`config.mk`:
```
export PLATFORM = sky130hd
export DESIGN_NAME = tap_hold_key_resolver_top
export DESIGN_NICKNAME = d
export VERILOG_FILES = /design/src/design/tahr_pkg.sv /design/src/design/tahr_cell.sv /design/src/design/tahr_judge.sv /design/src/design/tap_hold_key_resolver_top.sv
export VERILOG_INCLUDE_DIRS = /design/src /design/src/design
export SDC_FILE = /design/constraint.sdc
export NUM_CORES = 1
export LEC_CHECK = 0
export BUFFER_PORTS_ARGS = -buffer_cell sky130_fd_sc_hd__buf_2
export CAP_MARGIN = 15
export CORE_MARGIN = 1
export CORE_UTILIZATION = 30
export DETAILED_ROUTE_END_ITERATION = 12
export GPL_TIMING_DRIVEN = 0
export PLACE_DENSITY_LB_ADDON = 0.05
export SETUP_SLACK_MARGIN = 0.1
export SLEW_MARGIN = 10
export SYNTH_ARGS = -nofsm -noshare
export SYNTH_HDL_FRONTEND = slang
export SYNTH_HIERARCHICAL = 1
export SYNTH_SLANG_ARGS = --single-unit
```
`constraint.sdc`:
```
create_clock -name clk -period 6.4 [get_ports clk]
set_input_delay 0.96 -clock clk [delete_from_list [all_inputs] [get_ports clk]]
set_output_delay 0.96 -clock clk [all_outputs]
set_load 0.1 [all_outputs]
```
`src/design/tap_hold_key_resolver_top_assert.svh`:
```
// Assertion macros for the tap-hold key resolver.
// Each macro expects clk and rst_n in the scope of its use.
`ifndef TAP_HOLD_KEY_RESOLVER_TOP_ASSERT_SVH
`define TAP_HOLD_KEY_RESOLVER_TOP_ASSERT_SVH
`ifndef SYNTH
// condition holds in the same cycle as the antecedent
`define TAHR_ASSERT_SAME(lbl, ante, cons) \
  lbl: assert property (@(posedge clk) disable iff (!rst_n) (ante) |-> (cons)) \
    else $error("tahr check failed");
// condition holds in the cycle after the antecedent
`define TAHR_ASSERT_NEXT(lbl, ante, cons) \
  lbl: assert property (@(posedge clk) disable iff (!rst_n) (ante) |=> (cons)) \
    else $error("tahr check failed");
`else
`define TAHR_ASSERT_SAME(lbl, ante, cons)
`define TAHR_ASSERT_NEXT(lbl, ante, cons)
`endif
`endif

```
`src/design/tahr_pkg.sv`:
```
`timescale 1ns / 1ps
package tahr_pkg;

  // Field widths
  localparam int SLOT_FW = 4;
  localparam int KEY_FW  = 6;
  localparam int CODE_FW = 8;
  localparam int TERM_FW = 16;
  localparam int TIME_FW = 32;
  localparam int MAP_FW  = 64;

  // Design defaults and limits
  localparam int NUM_SLOTS_DEF = 16;
  localparam int NUM_KEYS      = 64;
  localparam int MAX_RES       = 16;
  localparam int RES_CNT_W     = $clog2(MAX_RES + 1);

  // Request kinds
  localparam logic REQ_SWITCH = 1'b0;
  localparam logic REQ_TICK   = 1'b1;

  // Result actions
  localparam logic [1:0] ACT_NONE = 2'd0;
  localparam logic [1:0] ACT_TAP  = 2'd1;
  localparam logic [1:0] ACT_HOLD = 2'd2;

  typedef struct packed {
    logic                 req_type;
    logic [SLOT_FW-1:0]   slot;
    logic [KEY_FW-1:0]    key_index;
    logic                 switch_pressed;
    logic                 switch_was_pressed;
    logic                 binding_is_tap_hold;
    logic [CODE_FW-1:0]   tap_code;
    logic [CODE_FW-1:0]   hold_code;
    logic [TERM_FW-1:0]   tap_window;
    logic [TIME_FW-1:0]   now_time;
    logic                 other_key_pressed;
    logic [MAP_FW-1:0]    released_keys;
  } tahr_in_t;

  typedef struct packed {
    logic [SLOT_FW-1:0] out_slot;
    logic [KEY_FW-1:0]  out_key;
    logic [CODE_FW-1:0] out_keycode;
    logic [1:0]         action;
    logic               last;
  } tahr_out_t;

  // Contents of one binding slot
  typedef struct packed {
    logic [KEY_FW-1:0]  key;
    logic [TIME_FW-1:0] start;
    logic [CODE_FW-1:0] tap_code;
    logic [CODE_FW-1:0] hold_code;
    logic [TERM_FW-1:0] term;
  } tahr_slot_t;

  // Per-cell control from the sequencer
  typedef struct packed {
    logic load;
    logic shift;
  } tahr_cell_ctl_t;

endpackage

```
`src/design/tahr_cell.sv`:
```
`timescale 1ns / 1ps
module tahr_cell
  import tahr_pkg::*;
(
  input  logic           clk,
  input  logic           rst_n,
  input  tahr_cell_ctl_t ctl,
  input  tahr_slot_t     ld_data,
  input  logic           nb_armed,
  input  tahr_slot_t     nb_data,
  output logic           armed,
  output tahr_slot_t     data
);

  logic       armed_r, armed_nxt;
  tahr_slot_t data_r, data_nxt;

  // Load from a switch request, or take the neighbour's contents during a scan
  always_comb begin
    armed_nxt = armed_r;
    data_nxt  = data_r;
    if (ctl.load) begin
      armed_nxt = 1'b1;
      data_nxt  = ld_data;
    end else if (ctl.shift) begin
      armed_nxt = nb_armed;
      data_nxt  = nb_data;
    end
  end

  always_ff @(posedge clk) begin
    if (!rst_n) begin
      armed_r <= 1'b0;
    end else begin
      armed_r <= armed_nxt;
    end
  end

  // slot contents need no reset: read only while armed
  always_ff @(posedge clk) begin
    data_r <= data_nxt;
  end

  assign armed = armed_r;
  assign data  = data_r;

endmodule

```
`src/design/tahr_judge.sv`:
```
`timescale 1ns / 1ps
module tahr_judge
  import tahr_pkg::*;
(
  input  logic               armed,
  input  tahr_slot_t         data,
  input  logic [TIME_FW-1:0] now_time,
  input  logic               other_key,
  input  logic [MAP_FW-1:0]  rel_map,
  output logic [1:0]         act
);

  logic [TIME_FW-1:0] elapsed;
  logic               is_mod;
  logic               rel;
  logic               in_term;

  // Wrapping elapsed time against the stored term
  assign elapsed = now_time - data.start;
  assign in_term = elapsed < {{(TIME_FW-TERM_FW){1'b0}}, data.term};
  assign is_mod  = data.hold_code inside {[8'hE0:8'hE7]};
  // keys at or above the key count never read as released
  assign rel     = rel_map[data.key] &&
                   ({1'b0, data.key} < (KEY_FW+1)'(NUM_KEYS));

  always_comb begin
    act = ACT_NONE;
    if (armed) begin
      if (other_key && is_mod) begin
        act = ACT_HOLD;
      end else if (rel && in_term) begin
        act = ACT_TAP;
      end else if (!rel && !in_term) begin
        act = ACT_HOLD;
      end
    end
  end

endmodule

```
`src/design/tap_hold_key_resolver_top.sv`:
```
`timescale 1ns / 1ps
// Switch request: busy stays low, one request per cycle, result strobed the cycle after.
// Tick request: busy through the scan, as the slot ring rotates once past the judge
// at cell 0 (one slot per cycle), and the flush; results stream out during the scan
// and the final one (last=1) is strobed in the first cycle with busy low again.
// Results cannot be held off. Synchronous active-low reset disarms every slot and idles
// the sequencer; slot contents are left as they are.
module tap_hold_key_resolver_top
  import tahr_pkg::*;
#(
  parameter int NUM_SLOTS = NUM_SLOTS_DEF
) (
  input  logic      clk,
  input  logic      rst_n,
  input  logic      start,
  output logic      busy,
  input  tahr_in_t  in_req,
  output logic      out_valid,
  output tahr_out_t out_res
);

  localparam int CNT_W = (NUM_SLOTS > 1) ? $clog2(NUM_SLOTS) : 1;

  localparam logic [1:0] ST_IDLE  = 2'd0;
  localparam logic [1:0] ST_SCAN  = 2'd1;
  localparam logic [1:0] ST_FLUSH = 2'd2;

  logic [1:0]           state_r, state_nxt;
  logic [CNT_W-1:0]     scan_r, scan_nxt;
  logic [RES_CNT_W-1:0] res_cnt_r, res_cnt_nxt;
  logic                 pend_valid_r, pend_valid_nxt;
  tahr_out_t            pend_r, pend_nxt;
  logic                 out_valid_r, out_valid_nxt;
  tahr_out_t            out_r, out_nxt;
  logic [TIME_FW-1:0]   tick_now_r, tick_now_nxt;
  logic                 tick_other_r, tick_other_nxt;
  logic [MAP_FW-1:0]    tick_rel_r, tick_rel_nxt;

  logic           accept;
  logic           arm;
  tahr_slot_t     ld_data;
  logic [1:0]     head_act;
  logic           take;
  tahr_out_t      new_res;
  tahr_out_t      none_res;
  logic           wrap_armed;

  logic           cell_armed [NUM_SLOTS];
  tahr_slot_t     cell_data  [NUM_SLOTS];
  tahr_cell_ctl_t cell_ctl   [NUM_SLOTS];

  assign busy   = (state_r != ST_IDLE);
  assign accept = start && !busy;
  assign arm    = accept && (in_req.req_type == REQ_SWITCH) && in_req.switch_pressed &&
                  !in_req.switch_was_pressed && in_req.binding_is_tap_hold;

  assign ld_data.key       = in_req.key_index;
  assign ld_data.start     = in_req.now_time;
  assign ld_data.tap_code  = in_req.tap_code;
  assign ld_data.hold_code = in_req.hold_code;
  assign ld_data.term      = in_req.tap_window;

  // Ring of slot cells: each hands its contents to the one below during a scan
  for (genvar i = 0; i < NUM_SLOTS; i++) begin : g_cell
    logic       nb_armed;
    tahr_slot_t nb_data;

    if (i < (1 << SLOT_FW)) begin : g_ld
      assign cell_ctl[i].load = arm && (in_req.slot == SLOT_FW'(i));
    end else begin : g_no_ld
      assign cell_ctl[i].load = 1'b0;
    end
    assign cell_ctl[i].shift = (state_r == ST_SCAN);

    if (i == NUM_SLOTS - 1) begin : g_wrap
      assign nb_armed = wrap_armed;
      assign nb_data  = cell_data[0];
    end else begin : g_link
      assign nb_armed = cell_armed[i+1];
      assign nb_data  = cell_data[i+1];
    end

    tahr_cell u_cell (
      .clk      (clk),
      .rst_n    (rst_n),
      .ctl      (cell_ctl[i]),
      .ld_data  (ld_data),
      .nb_armed (nb_armed),
      .nb_data  (nb_data),
      .armed    (cell_armed[i]),
      .data     (cell_data[i])
    );
  end

  // Resolution of the slot at the head of the ring
  tahr_judge u_judge (
    .armed     (cell_armed[0]),
    .data      (cell_data[0]),
    .now_time  (tick_now_r),
    .other_key (tick_other_r),
    .rel_map   (tick_rel_r),
    .act       (head_act)
  );

  assign take       = (state_r == ST_SCAN) && (head_act != ACT_NONE) &&
                      (res_cnt_r < RES_CNT_W'(MAX_RES));
  assign wrap_armed = cell_armed[0] && !take;

  always_comb begin
    new_res.out_slot    = SLOT_FW'(scan_r);
    new_res.out_key     = cell_data[0].key;
    new_res.out_keycode = (head_act == ACT_TAP) ? cell_data[0].tap_code
                                                : cell_data[0].hold_code;
    new_res.action      = head_act;
    new_res.last        = 1'b0;
    none_res            = '0;
    none_res.action     = ACT_NONE;
    none_res.last       = 1'b1;
  end

  // Sequencer: scan, one-deep hold-back so the final result carries last
  always_comb begin
    state_nxt      = state_r;
    scan_nxt       = scan_r;
    res_cnt_nxt    = res_cnt_r;
    pend_valid_nxt = pend_valid_r;
    pend_nxt       = pend_r;
    out_valid_nxt  = 1'b0;
    out_nxt        = out_r;
    tick_now_nxt   = tick_now_r;
    tick_other_nxt = tick_other_r;
    tick_rel_nxt   = tick_rel_r;
    case (state_r)
      ST_IDLE: begin
        if (accept) begin
          if (in_req.req_type == REQ_TICK) begin
            state_nxt      = ST_SCAN;
            scan_nxt       = '0;
            res_cnt_nxt    = '0;
            pend_valid_nxt = 1'b0;
            tick_now_nxt   = in_req.now_time;
            tick_other_nxt = in_req.other_key_pressed;
            tick_rel_nxt   = in_req.released_keys;
          end else begin
            out_valid_nxt = 1'b1;
            out_nxt       = none_res;
          end
        end
      end
      ST_SCAN: begin
        if (take) begin
          if (pend_valid_r) begin
            out_valid_nxt = 1'b1;
            out_nxt       = pend_r;
          end
          pend_valid_nxt = 1'b1;
          pend_nxt       = new_res;
          res_cnt_nxt    = res_cnt_r + RES_CNT_W'(1);
        end
        if (scan_r == CNT_W'(NUM_SLOTS - 1)) begin
          state_nxt = ST_FLUSH;
        end else begin
          scan_nxt = scan_r + CNT_W'(1);
        end
      end
      ST_FLUSH: begin
        out_valid_nxt = 1'b1;
        if (pend_valid_r) begin
          out_nxt      = pend_r;
          out_nxt.last = 1'b1;
        end else begin
          out_nxt = none_res;
        end
        pend_valid_nxt = 1'b0;
        state_nxt      = ST_IDLE;
      end
      default: begin
        state_nxt = ST_IDLE;
      end
    endcase
  end

  always_ff @(posedge clk) begin
    if (!rst_n) begin
      state_r      <= ST_IDLE;
      scan_r       <= '0;
      res_cnt_r    <= '0;
      pend_valid_r <= 1'b0;
      out_valid_r  <= 1'b0;
    end else begin
      state_r      <= state_nxt;
      scan_r       <= scan_nxt;
      res_cnt_r    <= res_cnt_nxt;
      pend_valid_r <= pend_valid_nxt;
      out_valid_r  <= out_valid_nxt;
    end
  end

  always_ff @(posedge clk) begin
    pend_r       <= pend_nxt;
    out_r        <= out_nxt;
    tick_now_r   <= tick_now_nxt;
    tick_other_r <= tick_other_nxt;
    tick_rel_r   <= tick_rel_nxt;
  end

  assign out_valid = out_valid_r;
  assign out_res   = out_r;

`include "tap_hold_key_resolver_top_assert.svh"

  `TAHR_ASSERT_NEXT(a_flush_ends, state_r == ST_FLUSH, out_valid_r && out_r.last)
  `TAHR_ASSERT_NEXT(a_switch_done, accept && (in_req.req_type == REQ_SWITCH), out_valid_r && out_r.last && (out_r.action == ACT_NONE))
  `TAHR_ASSERT_SAME(a_mid_in_scan, out_valid_r && !out_r.last, (state_r == ST_SCAN) || (state_r == ST_FLUSH))
  `TAHR_ASSERT_SAME(a_pend_counted, pend_valid_r, res_cnt_r != '0)

endmodule
```
==> flow_metrics.py <==
metrics = {
    "synthesis": {
        "synth.distinct_cells": 76,
        "ys_dominant_reg_cell": "sky130_fd_sc_hd__edfxtp_1",
        "postSynthNetCount": 3359,
        "post_synth_edffs": 1258,
        "synthesis.area_um2": 61900,
        "postSynthCellCount": 3158,
        "postSynthAreaPerCell_um2": 19.6,
        "ys_seq_elements": 1287,
        "synth_seq_area_share_pct": 61.9,
        "yosys_warnings": 6,
        "async_flop_share_pct": 0,
    },
    "die": {
        "core_area_um2": 205000,
        "io-pin-count": 169,
        "die_height_um": 456,
        "floorplan.die.width_um": 456,
        "initial_utilization_pct": 30.2,
        "die_area_um2": 208000,
        "rows": 166,
    },
    "power_and_ir_drop": {
        "irDropWorstVdd_v": 0.000295,
        "power-per-cell-area_nw_per_um2": 392,
        "p_leak_nw": 25.7,
    },
    "global_route": {
        "grt.overflow.total": 0,
        "largest_net_degree_at_the_start_of_global_routing": 51,
        "first_pass_grt_wire_length_mm": 235,
        "antenna_found_initial": 13,
        "gr-usage-all-layers_pct": 15.6,
        "grt_pass1_vias": 32369,
    },
    "sta": {
        "timing_max_transition_violations_final": 0,
        "timing.final.ws_setup_ps": 468,
        "slew_at_the_pin_closest_to_its_max_slew_limit_ps": 1160,
        "finalCriticalPeriod_ps": 5930,
        "setup-tns-final_ps": 0,
        "rsz_0062_raised_after_global_routing": "false",
        "final.setup_skew_ps": 30.3,
        "fin_crit_sh_pct": 92.7,
        "setup_viol_count_final": 0,
        "slew-limit-headroom_pct": 21.6,
        "hold_violations": 0,
        "max_clock_freq_mhz": 169,
    },
    "outcome": {
        "outcome": "finished, final reports clean",
    },
    "routing": {
        "drc": 0,
        "detail_route.iter0.violations": 1891,
        "routed_wl_mm": 162,
        "post_drt_wl_per_cell_um": 25.6,
        "drtAntennaViolNets": 0,
        "dr_vias": 29600,
        "vias_per_cell": 4.68,
        "dr_pass1_iterations": 6,
    },
    "clocking": {
        "hold_buffer_count_at_cts": 0,
        "clk-insertion-delay-late_ps": 800,
        "number_of_sinks_handled_by_clock_tree_synthesis": 1287,
        "max-clock-path-buffers": 3,
        "path_clk_slew_ps": 60,
        "tritoncts": "built",
        "h-tree-depth": 4,
        "cts_buf_count": 157,
        "cts.root.buffer_cell": "sky130_fd_sc_hd__clkbuf_16",
    },
    "critical_path": {
        "worstPathArrival_ps": 6410,
        "r2r_cells": 25,
        "critical_path_peak_fanout": 14,
        "critPathCaptureType": "flip-flop",
        "timing.reg2reg.setup_slack_ps": 470,
        "worst-endpoint-required_ps": 6880,
        "path_class": "flip-flop to flip-flop",
        "critPathLaunchType": "flip-flop",
    },
    "placement": {
        "detailedPlacementHpwl_mm": 105,
        "placement.setup.worst_slack_ps": -1030,
        "gpl.final_weighted_congestion": 0.841,
        "port_buffers": 168,
        "placed_insts": 6033,
    },
    "cells_and_area": {
        "finalNonFillerCells": 6328,
        "post_route_cells_drive_above_1_share_pct": 47.8,
        "filler_cell_count": 19210,
        "syn_to_final_growth_pct": 15.6,
        "final_net_count": 3710,
    },
    "job": {
        "cap_viol_max_count": 0,
    },
    "hold_path": {
        "min-delay-path-class": "input port to flip-flop",
        "hold_depth": 1,
    },
}
==> cells in the mapped netlist (all sizes together) (4+ instances only) <==
cell type | instances | area [um^2]
o22ai | 4 | 25.0
nor3 | 19 | 100
buf | 133 | 2470
edfxtp | 1258 | 37800
o211ai | 7 | 52.6
nand2 | 47 | 181
ha | 54 | 676
nand3 | 16 | 80.1
a211oi | 7 | 57.6
a21o | 4 | 30.0
nor2b | 5 | 31.3
and3 | 5 | 31.3
o2111ai | 7 | 61.3
o21ai | 31 | 155
nand2b | 9 | 56.3
clkbuf | 21 | 78.8
and2 | 22 | 138
inv | 64 | 240
a21boi | 4 | 30.0
or2 | 20 | 125
dfxtp | 29 | 581
o21a | 26 | 195
nor4 | 9 | 71.3
a21oi | 49 | 245
mux2i | 6 | 60.1
mux2 | 1147 | 17000
xor2 | 5 | 43.8
xnor2 | 12 | 105
mux4 | 21 | 507
a31oi | 5 | 31.3
nand4 | 17 | 106
nor2 | 49 | 184
==> worst paths after layout <==
| path | start | to |
|---|---|---|
| min | in_req[20] | tick_rel_r[20] |
| max | g_cell[0].u_cell/data[32] | out_res[5] |
| min reg2reg | res_cnt_r[4] | res_cnt_r[4] |
| max reg2reg | g_cell[0].u_cell/data[32] | out_res[5] |
==> layout make-up <==
| type | count | area (um^2) | share of cell area [%] |
|---|---|---|---|
| diodes | 3 | 7.51 | 0.0105 |
| plain buffers | 154 | 2550 | 3.56 |
| clock buffers | 200 | 4210 | 5.87 |
| clock inverters | 87 | 597 | 0.833 |
| inverters | 65 | 259 | 0.362 |
| multi-input cells | 1652 | 20900 | 29.2 |
| flip-flops and latches | 1287 | 38400 | 53.6 |
| well taps | 2688 | 3360 | 4.70 |
| repair buffers | 191 | 1370 | 1.91 |
| repair inverters | 1 | 8.76 | 0.0122 |
==> kinds of logic after synthesis <==
kind of cell / Yosys count / synth area share (%)
flops: 1287 / 61.9
mux: 1174 / 28.4
simple gates: 236 / 2.02
buf+inv: 219 / 4.50
compound gates: 170 / 1.80
fa+ha+maj: 55 / 1.12
xor+xnor: 17 / 0.240
==> placed cells by master, fill, tap and decap left out, drive strengths merged, types with 29 or more instances in the layout <==
master and n:
edfxtp 1258, mux2 1147, buf 324, clkbuf 221, clkinv 74, inv 71
ha 54, a21oi 49, nor2 49, nand2 47, o21ai 31, dfxtp 29
==> sequential cells by signal, indices dropped and copies added, names as in the netlist, 2 cells and up <==
signal / flops
g_cell.u_cell/armed: 16
g_cell.u_cell/data: 1120
out_res: 21
pend_r: 20
res_cnt_r: 5
scan_r: 4
state_r: 2
tick_now_r: 32
tick_rel_r: 64
==> worst max-delay path, cell delays in order, from the launching register on <==
cell and delay [ps]:
sky130_fd_sc_hd__edfxtp_1 460, sky130_fd_sc_hd__ha_1 270, sky130_fd_sc_hd__fa_1 390, sky130_fd_sc_hd__and2b_1 250, sky130_fd_sc_hd__o2111ai_2 180, sky130_fd_sc_hd__a21oi_2 200
sky130_fd_sc_hd__nor2_1 90, sky130_fd_sc_hd__nor3_1 190, sky130_fd_sc_hd__or2_2 150, sky130_fd_sc_hd__xor2_1 150, sky130_fd_sc_hd__ha_1 250, sky130_fd_sc_hd__nor2b_1 140
sky130_fd_sc_hd__o21ai_2 180, sky130_fd_sc_hd__nand4_1 150, sky130_fd_sc_hd__a2111oi_2 350, sky130_fd_sc_hd__nand4_1 170, sky130_fd_sc_hd__nor4_2 290, sky130_fd_sc_hd__nand4_1 210
sky130_fd_sc_hd__nor2_4 190, sky130_fd_sc_hd__or2_4 210, sky130_fd_sc_hd__nand2_4 150, sky130_fd_sc_hd__inv_12 160, sky130_fd_sc_hd__nand2_1 130, sky130_fd_sc_hd__a221oi_4 260
sky130_fd_sc_hd__buf_4 190, sky130_fd_sc_hd__buf_8 190
==> through the flow <==
step / hold WS (ps) / util [%] / area [um^2] / power, W
floorplan: 448 / - / 61900 / 0.0174
global route: 276 / 35.0 / 71600 / 0.0294
detailed placement: 475 / 32.6 / 66700 / 0.0198
global placement: 462 / 32.3 / 66100 / 0.0196
finish: 330 / 35.0 / 71600 / 0.0281
CTS: 245 / 34.9 / 71500 / 0.0286
==> power breakdown <==
part | total [W] | switching (W) | internal, W
Sequential | 0.0131 | 0.000763 | 0.0124
Clock | 0.00845 | 0.00355 | 0.00490
Combinational | 0.00651 | 0.00353 | 0.00297
Total | 0.0281 | 0.00784 | 0.0202
==> metal layers <==
layer,track usage (%),vias to the layer above,share of wire (%)
li1,-,13107,-
met1,21.1,15622,46
met2,25.4,638,48
met3,2.99,221,4.0
met4,4.01,12,1.9
met5,0,-,0.045
==> timing repair <==
action,CTS,global route
buffers inserted,2,2
resized for setup,11,10
gates cloned,1,0
setup endpoints to repair,30,29
pin swaps,1,3
Note: power is estimated with default switching activity, not from simulation.
